## src/hdl/base64_stream_decoder_assert.svh

```systemverilog
// assertion macros for the base64 stream decoder
`ifndef BASE64_STREAM_DECODER_ASSERT_SVH
`define BASE64_STREAM_DECODER_ASSERT_SVH

`ifndef NO_ASSERTIONS
`define B64D_ASSERT(name, prop) \
  name: assert property (@(posedge clk_i) disable iff (!rst_ni) prop) \
    else $error("b64d assertion failed");
`define B64D_ASSERT_ALWAYS(name, prop) \
  name: assert property (@(posedge clk_i) prop) \
    else $error("b64d assertion failed");
`else
`define B64D_ASSERT(name, prop)
`define B64D_ASSERT_ALWAYS(name, prop)
`endif

`endif

```

## src/hdl/b64d_pkg.sv

```systemverilog
// shared types for the base64 stream decoder
`timescale 1ns / 1ps
package b64d_pkg;

  localparam int unsigned MaxWords = 3;

  // one decoded job: up to three result words from one character
  typedef struct packed {
    logic [MaxWords-1:0][7:0] data;
    logic [1:0]               words;    // number of words, 1 to 3
    logic                     no_data;
    logic                     msg_end;
  } job_t;

endpackage

```

## src/hdl/base64_stream_decoder.sv

```systemverilog
// top level of the base64 stream decoder
`timescale 1ns / 1ps
// Streaming base64 decoder, one ASCII character per word on the input side.
// The front end takes a character in every cycle in which the job queue has
// room; each character yields zero to three decoded bytes, and the message
// end always yields a word with message_end set (no_data when no byte is
// left). The output side sends one word per cycle while out_ready_i is high,
// so a full group of four characters yields three output words; the rate is
// set by the output port and the FifoDepth-entry job queue absorbs the
// bursts. The first result word of a character passes through the job queue
// and then the output sequencer's job register before it becomes valid.
module base64_stream_decoder #(
  parameter int unsigned FifoDepth = 4
) (
  input  logic       clk_i,
  input  logic       rst_ni,
  input  logic       in_valid_i,
  output logic       in_ready_o,
  input  logic [7:0] char_code_i,
  input  logic       message_last_i,
  output logic       out_valid_o,
  input  logic       out_ready_i,
  output logic [7:0] data_byte_o,
  output logic       no_data_o,
  output logic       run_last_o,
  output logic       message_end_o
);
  import b64d_pkg::*;

  logic push, full, pop, head_valid;
  job_t push_job, head_job;

  b64d_front u_front (
    .clk_i          (clk_i),
    .rst_ni         (rst_ni),
    .in_valid_i     (in_valid_i),
    .in_ready_o     (in_ready_o),
    .char_code_i    (char_code_i),
    .message_last_i (message_last_i),
    .full_i         (full),
    .push_o         (push),
    .push_job_o     (push_job)
  );

  b64d_fifo #(
    .Depth (FifoDepth)
  ) u_fifo (
    .clk_i        (clk_i),
    .rst_ni       (rst_ni),
    .push_i       (push),
    .job_i        (push_job),
    .full_o       (full),
    .pop_i        (pop),
    .head_valid_o (head_valid),
    .head_o       (head_job)
  );

  b64d_back u_back (
    .clk_i         (clk_i),
    .rst_ni        (rst_ni),
    .head_valid_i  (head_valid),
    .head_i        (head_job),
    .pop_o         (pop),
    .out_valid_o   (out_valid_o),
    .out_ready_i   (out_ready_i),
    .data_byte_o   (data_byte_o),
    .no_data_o     (no_data_o),
    .run_last_o    (run_last_o),
    .message_end_o (message_end_o)
  );

endmodule

```

## src/hdl/b64d_front.sv

```systemverilog
// front end: accepts characters, decodes sextets and builds result jobs
`timescale 1ns / 1ps
`include "base64_stream_decoder_assert.svh"
module b64d_front (
  input  logic           clk_i,
  input  logic           rst_ni,
  input  logic           in_valid_i,
  output logic           in_ready_o,
  input  logic [7:0]     char_code_i,
  input  logic           message_last_i,
  input  logic           full_i,
  output logic           push_o,
  output b64d_pkg::job_t push_job_o
);
  import b64d_pkg::*;

  localparam logic [7:0] UpperA = 8'h41;
  localparam logic [7:0] UpperZ = 8'h5a;
  localparam logic [7:0] LowerA = 8'h61;
  localparam logic [7:0] LowerZ = 8'h7a;
  localparam logic [7:0] Digit0 = 8'h30;
  localparam logic [7:0] Digit9 = 8'h39;
  localparam logic [7:0] CharPlus  = 8'h2b;
  localparam logic [7:0] CharSlash = 8'h2f;

  logic [2:0][5:0] buf_q;
  logic [1:0]      cnt_q, cnt_d;
  logic            stopped_q, stopped_d;

  logic            accept;
  logic            is_alpha;
  logic [5:0]      sextet;
  logic            full_grp, take_new, do_flush, have_bytes;
  logic [2:0][5:0] ebuf;
  logic [1:0]      ecnt;
  job_t            job;

  assign in_ready_o = !full_i;
  assign accept     = in_valid_i && in_ready_o;

  // alphabet lookup
  always_comb begin
    is_alpha = 1'b1;
    sextet   = '0;
    if (char_code_i >= UpperA && char_code_i <= UpperZ) begin
      sextet = 6'(char_code_i - UpperA);
    end else if (char_code_i >= LowerA && char_code_i <= LowerZ) begin
      sextet = 6'(char_code_i - 8'h47);
    end else if (char_code_i >= Digit0 && char_code_i <= Digit9) begin
      sextet = 6'(char_code_i + 8'd4);
    end else if (char_code_i == CharPlus) begin
      sextet = 6'd62;
    end else if (char_code_i == CharSlash) begin
      sextet = 6'd63;
    end else begin
      is_alpha = 1'b0;
    end
  end

  assign full_grp = !stopped_q && is_alpha && (cnt_q == 2'd3);
  assign take_new = !stopped_q && is_alpha && (cnt_q != 2'd3);
  // stop character flushes now, message end flushes whatever is left
  assign do_flush = (!stopped_q && !is_alpha) || (message_last_i && !full_grp);

  // group as it stands after this character
  always_comb begin
    ebuf = buf_q;
    ecnt = cnt_q;
    if (take_new) begin
      ebuf[cnt_q] = sextet;
      ecnt        = cnt_q + 2'd1;
    end
  end

  assign have_bytes = full_grp || (do_flush && ecnt >= 2'd2);

  always_comb begin
    job         = '0;
    job.msg_end = message_last_i;
    if (full_grp) begin
      job.data[0] = {buf_q[0], buf_q[1][5:4]};
      job.data[1] = {buf_q[1][3:0], buf_q[2][5:2]};
      job.data[2] = {buf_q[2][1:0], sextet};
      job.words   = 2'd3;
    end else if (have_bytes) begin
      job.data[0] = {ebuf[0], ebuf[1][5:4]};
      job.data[1] = {ebuf[1][3:0], ebuf[2][5:2]};
      job.words   = ecnt - 2'd1;
    end else begin
      job.no_data = 1'b1;
      job.words   = 2'd1;
    end
  end

  assign push_o     = accept && (have_bytes || message_last_i);
  assign push_job_o = job;

  always_comb begin
    cnt_d     = cnt_q;
    stopped_d = stopped_q;
    if (message_last_i || full_grp) begin
      cnt_d = 2'd0;
    end else if (take_new) begin
      cnt_d = ecnt;
    end else if (!stopped_q) begin
      cnt_d     = 2'd0;
      stopped_d = 1'b1;
    end
    if (message_last_i) begin
      stopped_d = 1'b0;
    end
  end

  always_ff @(posedge clk_i or negedge rst_ni) begin
    if (!rst_ni) begin
      cnt_q     <= 2'd0;
      stopped_q <= 1'b0;
    end else if (accept) begin
      cnt_q     <= cnt_d;
      stopped_q <= stopped_d;
    end
  end

  always_ff @(posedge clk_i) begin
    if (accept && take_new) begin
      buf_q <= ebuf;
    end
  end

  `B64D_ASSERT(a_stop_clears_group, stopped_q |-> cnt_q == 2'd0)
  `B64D_ASSERT(a_msg_end_resets,
               accept && message_last_i |=> cnt_q == 2'd0 && !stopped_q)

endmodule

```

## src/hdl/b64d_fifo.sv

```systemverilog
// job queue between front end and output sequencer
`timescale 1ns / 1ps
`include "base64_stream_decoder_assert.svh"
module b64d_fifo #(
  parameter int unsigned Depth = 4
) (
  input  logic           clk_i,
  input  logic           rst_ni,
  input  logic           push_i,
  input  b64d_pkg::job_t job_i,
  output logic           full_o,
  input  logic           pop_i,
  output logic           head_valid_o,
  output b64d_pkg::job_t head_o
);
  import b64d_pkg::*;

  localparam int unsigned PtrW = (Depth > 1) ? $clog2(Depth) : 1;
  localparam int unsigned CntW = $clog2(Depth + 1);

  job_t            mem_q [Depth];
  logic [PtrW-1:0] wr_ptr_q, wr_ptr_d;
  logic [PtrW-1:0] rd_ptr_q, rd_ptr_d;
  logic [CntW-1:0] cnt_q, cnt_d;

  assign full_o       = (cnt_q == CntW'(Depth));
  assign head_valid_o = (cnt_q != '0);
  assign head_o       = mem_q[rd_ptr_q];

  always_comb begin
    wr_ptr_d = wr_ptr_q;
    rd_ptr_d = rd_ptr_q;
    cnt_d    = cnt_q;
    if (push_i) begin
      wr_ptr_d = (wr_ptr_q == PtrW'(Depth - 1)) ? '0 : wr_ptr_q + 1'b1;
    end
    if (pop_i) begin
      rd_ptr_d = (rd_ptr_q == PtrW'(Depth - 1)) ? '0 : rd_ptr_q + 1'b1;
    end
    if (push_i && !pop_i) begin
      cnt_d = cnt_q + 1'b1;
    end else if (pop_i && !push_i) begin
      cnt_d = cnt_q - 1'b1;
    end
  end

  always_ff @(posedge clk_i or negedge rst_ni) begin
    if (!rst_ni) begin
      wr_ptr_q <= '0;
      rd_ptr_q <= '0;
      cnt_q    <= '0;
    end else begin
      wr_ptr_q <= wr_ptr_d;
      rd_ptr_q <= rd_ptr_d;
      cnt_q    <= cnt_d;
    end
  end

  always_ff @(posedge clk_i) begin
    if (push_i) begin
      mem_q[wr_ptr_q] <= job_i;
    end
  end

  `B64D_ASSERT(a_fifo_bound, cnt_q <= CntW'(Depth))

endmodule

```

## src/hdl/b64d_back.sv

```systemverilog
// output sequencer: sends job words, one per ready cycle
`timescale 1ns / 1ps
`include "base64_stream_decoder_assert.svh"
module b64d_back (
  input  logic           clk_i,
  input  logic           rst_ni,
  input  logic           head_valid_i,
  input  b64d_pkg::job_t head_i,
  output logic           pop_o,
  output logic           out_valid_o,
  input  logic           out_ready_i,
  output logic [7:0]     data_byte_o,
  output logic           no_data_o,
  output logic           run_last_o,
  output logic           message_end_o
);
  import b64d_pkg::*;

  job_t       job_q;
  logic       busy_q, busy_d;
  logic [1:0] idx_q, idx_d;
  logic       last_word, out_accept;

  assign last_word  = (idx_q == job_q.words - 2'd1);
  assign out_accept = out_valid_o && out_ready_i;
  assign pop_o      = head_valid_i && (!busy_q || (out_accept && last_word));

  always_comb begin
    busy_d = busy_q;
    idx_d  = idx_q;
    if (pop_o) begin
      busy_d = 1'b1;
      idx_d  = 2'd0;
    end else if (out_accept) begin
      if (last_word) begin
        busy_d = 1'b0;
      end else begin
        idx_d = idx_q + 2'd1;
      end
    end
  end

  always_ff @(posedge clk_i or negedge rst_ni) begin
    if (!rst_ni) begin
      busy_q <= 1'b0;
      idx_q  <= 2'd0;
    end else begin
      busy_q <= busy_d;
      idx_q  <= idx_d;
    end
  end

  always_ff @(posedge clk_i) begin
    if (pop_o) begin
      job_q <= head_i;
    end
  end

  assign out_valid_o   = busy_q;
  assign data_byte_o   = job_q.data[idx_q];
  assign no_data_o     = job_q.no_data;
  assign run_last_o    = last_word;
  assign message_end_o = last_word && job_q.msg_end;

  `B64D_ASSERT(a_marker_alone, out_valid_o && no_data_o |-> run_last_o && message_end_o)
  `B64D_ASSERT(a_idx_in_job, out_valid_o |-> idx_q < job_q.words)

endmodule
```

## config.mk

```make
export PLATFORM = sky130hd
export DESIGN_NAME = base64_stream_decoder
export DESIGN_NICKNAME = d
export VERILOG_FILES = /design/src/hdl/b64d_pkg.sv /design/src/hdl/base64_stream_decoder.sv /design/src/hdl/b64d_front.sv /design/src/hdl/b64d_fifo.sv /design/src/hdl/b64d_back.sv
export VERILOG_INCLUDE_DIRS = /design/src /design/src/hdl
export SDC_FILE = /design/constraint.sdc
export NUM_CORES = 1
export LEC_CHECK = 0
export BUFFER_PORTS_ARGS = -buffer_cell sky130_fd_sc_hd__buf_2
export CAP_MARGIN = 20
export CORE_MARGIN = 5
export CORE_UTILIZATION = 30
export DETAILED_ROUTE_END_ITERATION = 8
export SLEW_MARGIN = 10
export SYNTH_ARGS = -nofsm -noshare
export SYNTH_HDL_FRONTEND = slang
export SYNTH_SLANG_ARGS = --single-unit
```

## constraint.sdc

```tcl
create_clock -name clk_i -period 5.9 [get_ports clk_i]
set_input_delay 1.18 -clock clk_i [delete_from_list [all_inputs] [get_ports clk_i]]
set_output_delay 1.18 -clock clk_i [all_outputs]
set_load 0.01 [all_outputs]
```

==> metrics.cfg <==
[timing]
period_needed_ps = 4420
rsz0062_at_grt = no
max_freq_mhz = 226
fin_crit_sh_pct = 74.9
relSlewSlack_pct = 34.4
finalSetupViolCount = 0
slew_violations = 0
worstMarginPinSlew_ps = 985
skew_ps = 7.58
final.setup.tns_ps = 0
setup_ws_ps = 1480
hold_viol_final = 0

[outcome]
outcome = finished, final reports clean

[power_and_ir_drop]
power.share.clock_pct = 28.0
power_density_nw_per_um2 = 403
power.net_switching_mw = 1.05
p_seq_share_pct = 47.4
netSwitchingFraction_pct = 29.2
p_leak_nw = 3.01
pwr-share-comb_pct = 24.6
peakVddDrop_mv = 0.194
cellInternalPower_mw = 2.54

[clock_network]
cts_buffers = 17
post_cts.repair.setup_buffers = 0
clk_path_buf_depth = 2
cts_hold_buf = 0
cts-resized-gates = 0
clock_latency_ps = 420
clock-sinks = 171
cts_tree = built
clk_pin_slew_worst_paths_ps = 60
htreeDepth = 4
root_buffer = clkbuf_16

[critical_path]
cp_top_family = compound AO/OA/AOI/OAI gates
crit_path_end_kind = register
path_cells = buf_2 -> inv_1 -> ha_1 -> a21o_1 -> o311ai_4 -> and3_1 -> nor2_1 -> a311oi_2 -> inv_1 -> ha_1 -> inv_1 -> fa_1 -> mux2_2
cp-start-kind = primary input
cp_slowest_stage_delay_ps = 870
critPathMaxFanout = 9
cp.buffers_inverters = 4
cp_slowest_cell = a311oi_2
crit_type = in -> reg
cpMostUsedCell = inv_1
arrival_ps = 4720
cp_data_required_time_ps = 6200

[layout]
diodes = 0
drive_gt1_share_pct = 21.5
area_growth_pct = 13.7
nFillCells = 2464
fin_nets = 584

[yosys]
synth_compound_area_share_pct = 11.2
ys_seq_area_share_pct = 64.8
synth-xor-area-share_pct = 0.671
synth.most_common_cell = edfxtp_1
synth_area_leaders = edfxtp_1, mux4_2, dfrtp_1, ha_1, nand2_1
yosysUniqueCellTypes = 65
synth-simple-area-share_pct = 6.65
synth_common_cells = edfxtp_1, nand2_1, inv_1
synth_fa_ha_area_share_pct = 3.45
yosys_register_bits = 171
synthesis.nets = 552
avgSynthCellArea_um2 = 15.1
yosys_warnings = 0
synth_enable_flop_cells = 158
yosysTopAreaCellShare_pct = 60.6
synth.largest_area_cell = edfxtp_1
synth_flop_cell = edfxtp_1
synthCells = 518
synth_top_family_by_area = compound AO/OA/AOI/OAI gates
synthesis.area_um2 = 7830
async_reset_ff_share_pct = 7.60
synthMuxAreaShare_pct = 10.2

[placed_design]
gp_congestion = 0.886
dp_slack_ps = 1040
portBuffers = 25
hpwlAfterDp_um = 10700

[die]
core_area_um2 = 25900
io_pins = 26
die_w_um = 172
die_area_um2 = 29400
die_h_um = 172
num_rows = 59
initial_utilization_pct = 30.2

[drt]
wl_per_cell_um = 17.6
drc_errors = 0
firstDrtPassIters = 5
drt-initial-drc-count = 499
route.antenna.remaining_nets = 0
via_count = 4435
via_per_inst = 4.94
wirelength_um = 15800

[global_route]
grtUsageTotal_pct = 11.3
overflow = 0
grt_pass1_vias = 4649
antenna_found_initial = 0
grt_pass1_wl_um = 25600
grt_max_degree = 32

[run]
cap_violations = 0

[min_path]
hp-class = reg -> reg

## final cells by class
| type | instances | area, um^2 | area share, % |
|---|---|---|---|
| Multi-Input combinational cell | 290 | 2550 | 28.6 |
| Sequential cell | 171 | 5070 | 57.0 |
| Timing Repair Buffer | 31 | 183 | 2.05 |
| Clock inverter | 13 | 105 | 1.18 |
| Clock buffer | 18 | 429 | 4.82 |
| Inverter | 39 | 146 | 1.64 |
| Tap cell | 335 | 419 | 4.71 |
## worst register-to-register path, cell delays in order, from the launching register on
cell and delay, ps:
dfrtp_1 790, xor2_1 240, nand2_1 80, o22ai_1 370, nand2_1 150, a21oi_2 150, buf_4 380, inv_1 100
ha_1 220, inv_1 90, fa_1 400, mux2_2 260
## metrics by stage
step                utilization, %  power [mW]  cells  area (um^2)  hold WS (ps)
floorplan                        -        2.33    518         7830           479
global placement              32.2        2.59    865         8350           496
detailed placement            32.2        2.63    865         8350           524
CTS                           34.3        3.63    896         8880           532
global route                  34.4        3.80    897         8900           558
finish                        34.4        3.59    897         8900           530
## flip-flops by register name, indices dropped and copies added (netlist names), named ones only
register,flops
u_fifo.mem_q,112
u_back.job_q,27
u_front.buf_q,16
u_fifo.cnt_q,3
u_back.idx_q,2
u_fifo.rd_ptr_q,2
u_fifo.wr_ptr_q,2
u_front.cnt_q,2
u_back.no_data_o,1
u_back.out_valid_o,1
u_front.stopped_q,1
## layer usage
layer / track usage [%] / up-vias / wire (um)
li1: - / 2074 / -
met1: 14.6 / 2243 / 6950
met2: 18.7 / 106 / 7840
met3: 3.31 / 12 / 841
met4: 3.24 / 0 / 161
met5: 0 / - / 0
## final timing paths
check                                 from                 end  slack, ps  cells past startpoint
max                         char_code_i[2]     u_fifo.cnt_q[1]       1480                     13
min                        u_fifo.cnt_q[2]     u_fifo.cnt_q[2]        530                      1
max reg2reg                u_back.idx_q[1]     u_fifo.cnt_q[1]       2560                     11
min reg2reg                u_fifo.cnt_q[2]     u_fifo.cnt_q[2]        530                      1
max in group asynchronous           rst_ni  u_fifo.rd_ptr_q[0]       4970                      1
min in group asynchronous           rst_ni  u_fifo.wr_ptr_q[0]        660                      1
## power groups by stage
stage          Sequential, mW  Combinational, mW  Clock, mW
3_5_place_dp             1.78              0.851          0
6_report                 1.70              0.884       1.01
3_3_place_gp             1.76              0.828          0
2_1_floorplan            1.66              0.670          0
5_1_grt                  1.73              0.986       1.09
4_1_cts                  1.75              0.853       1.03
## cells in the final DEF (no fill, tap or decap), types with 3 or more instances in the layout
cell type / synthesis / routed
o21ai_0: 25 / 25
edfxtp_1: 158 / 158
a21oi_1: 8 / 7
mux2_2: 7 / 7
dfrtp_1: 13 / 12
and2_1: 7 / 7
ha_1: 20 / 20
nand2_1: 53 / 53
clkbuf_16: 0 / 17
o21ai_1: 3 / 3
xnor2_1: 3 / 3
xor2_1: 3 / 3
a22o_1: 3 / 3
nor2b_1: 3 / 3
buf_2: 2 / 25
buf_4: 3 / 5
clkinv_1: 0 / 4
a21boi_0: 4 / 4
nor3_1: 4 / 4
nor2_1: 24 / 20
o211ai_1: 20 / 20
inv_1: 38 / 38
a41oi_1: 3 / 3
o221ai_1: 5 / 5
mux2i_1: 9 / 9
nor2_4: 1 / 5
mux4_2: 28 / 28
clkinv_4: 0 / 4
o22ai_1: 4 / 4
nand2b_1: 5 / 5
o221ai_2: 9 / 9
## logic make-up after synthesis
group                      Yosys count
DFF                                171
and+or+nand+nor                    111
AOI/OAI and AO/OA                  108
buffers and inverters               57
muxes                               44
adders and majority gates           21
xor gates and xnor gates             6
Note: power is estimated with default switching activity, not from simulation.
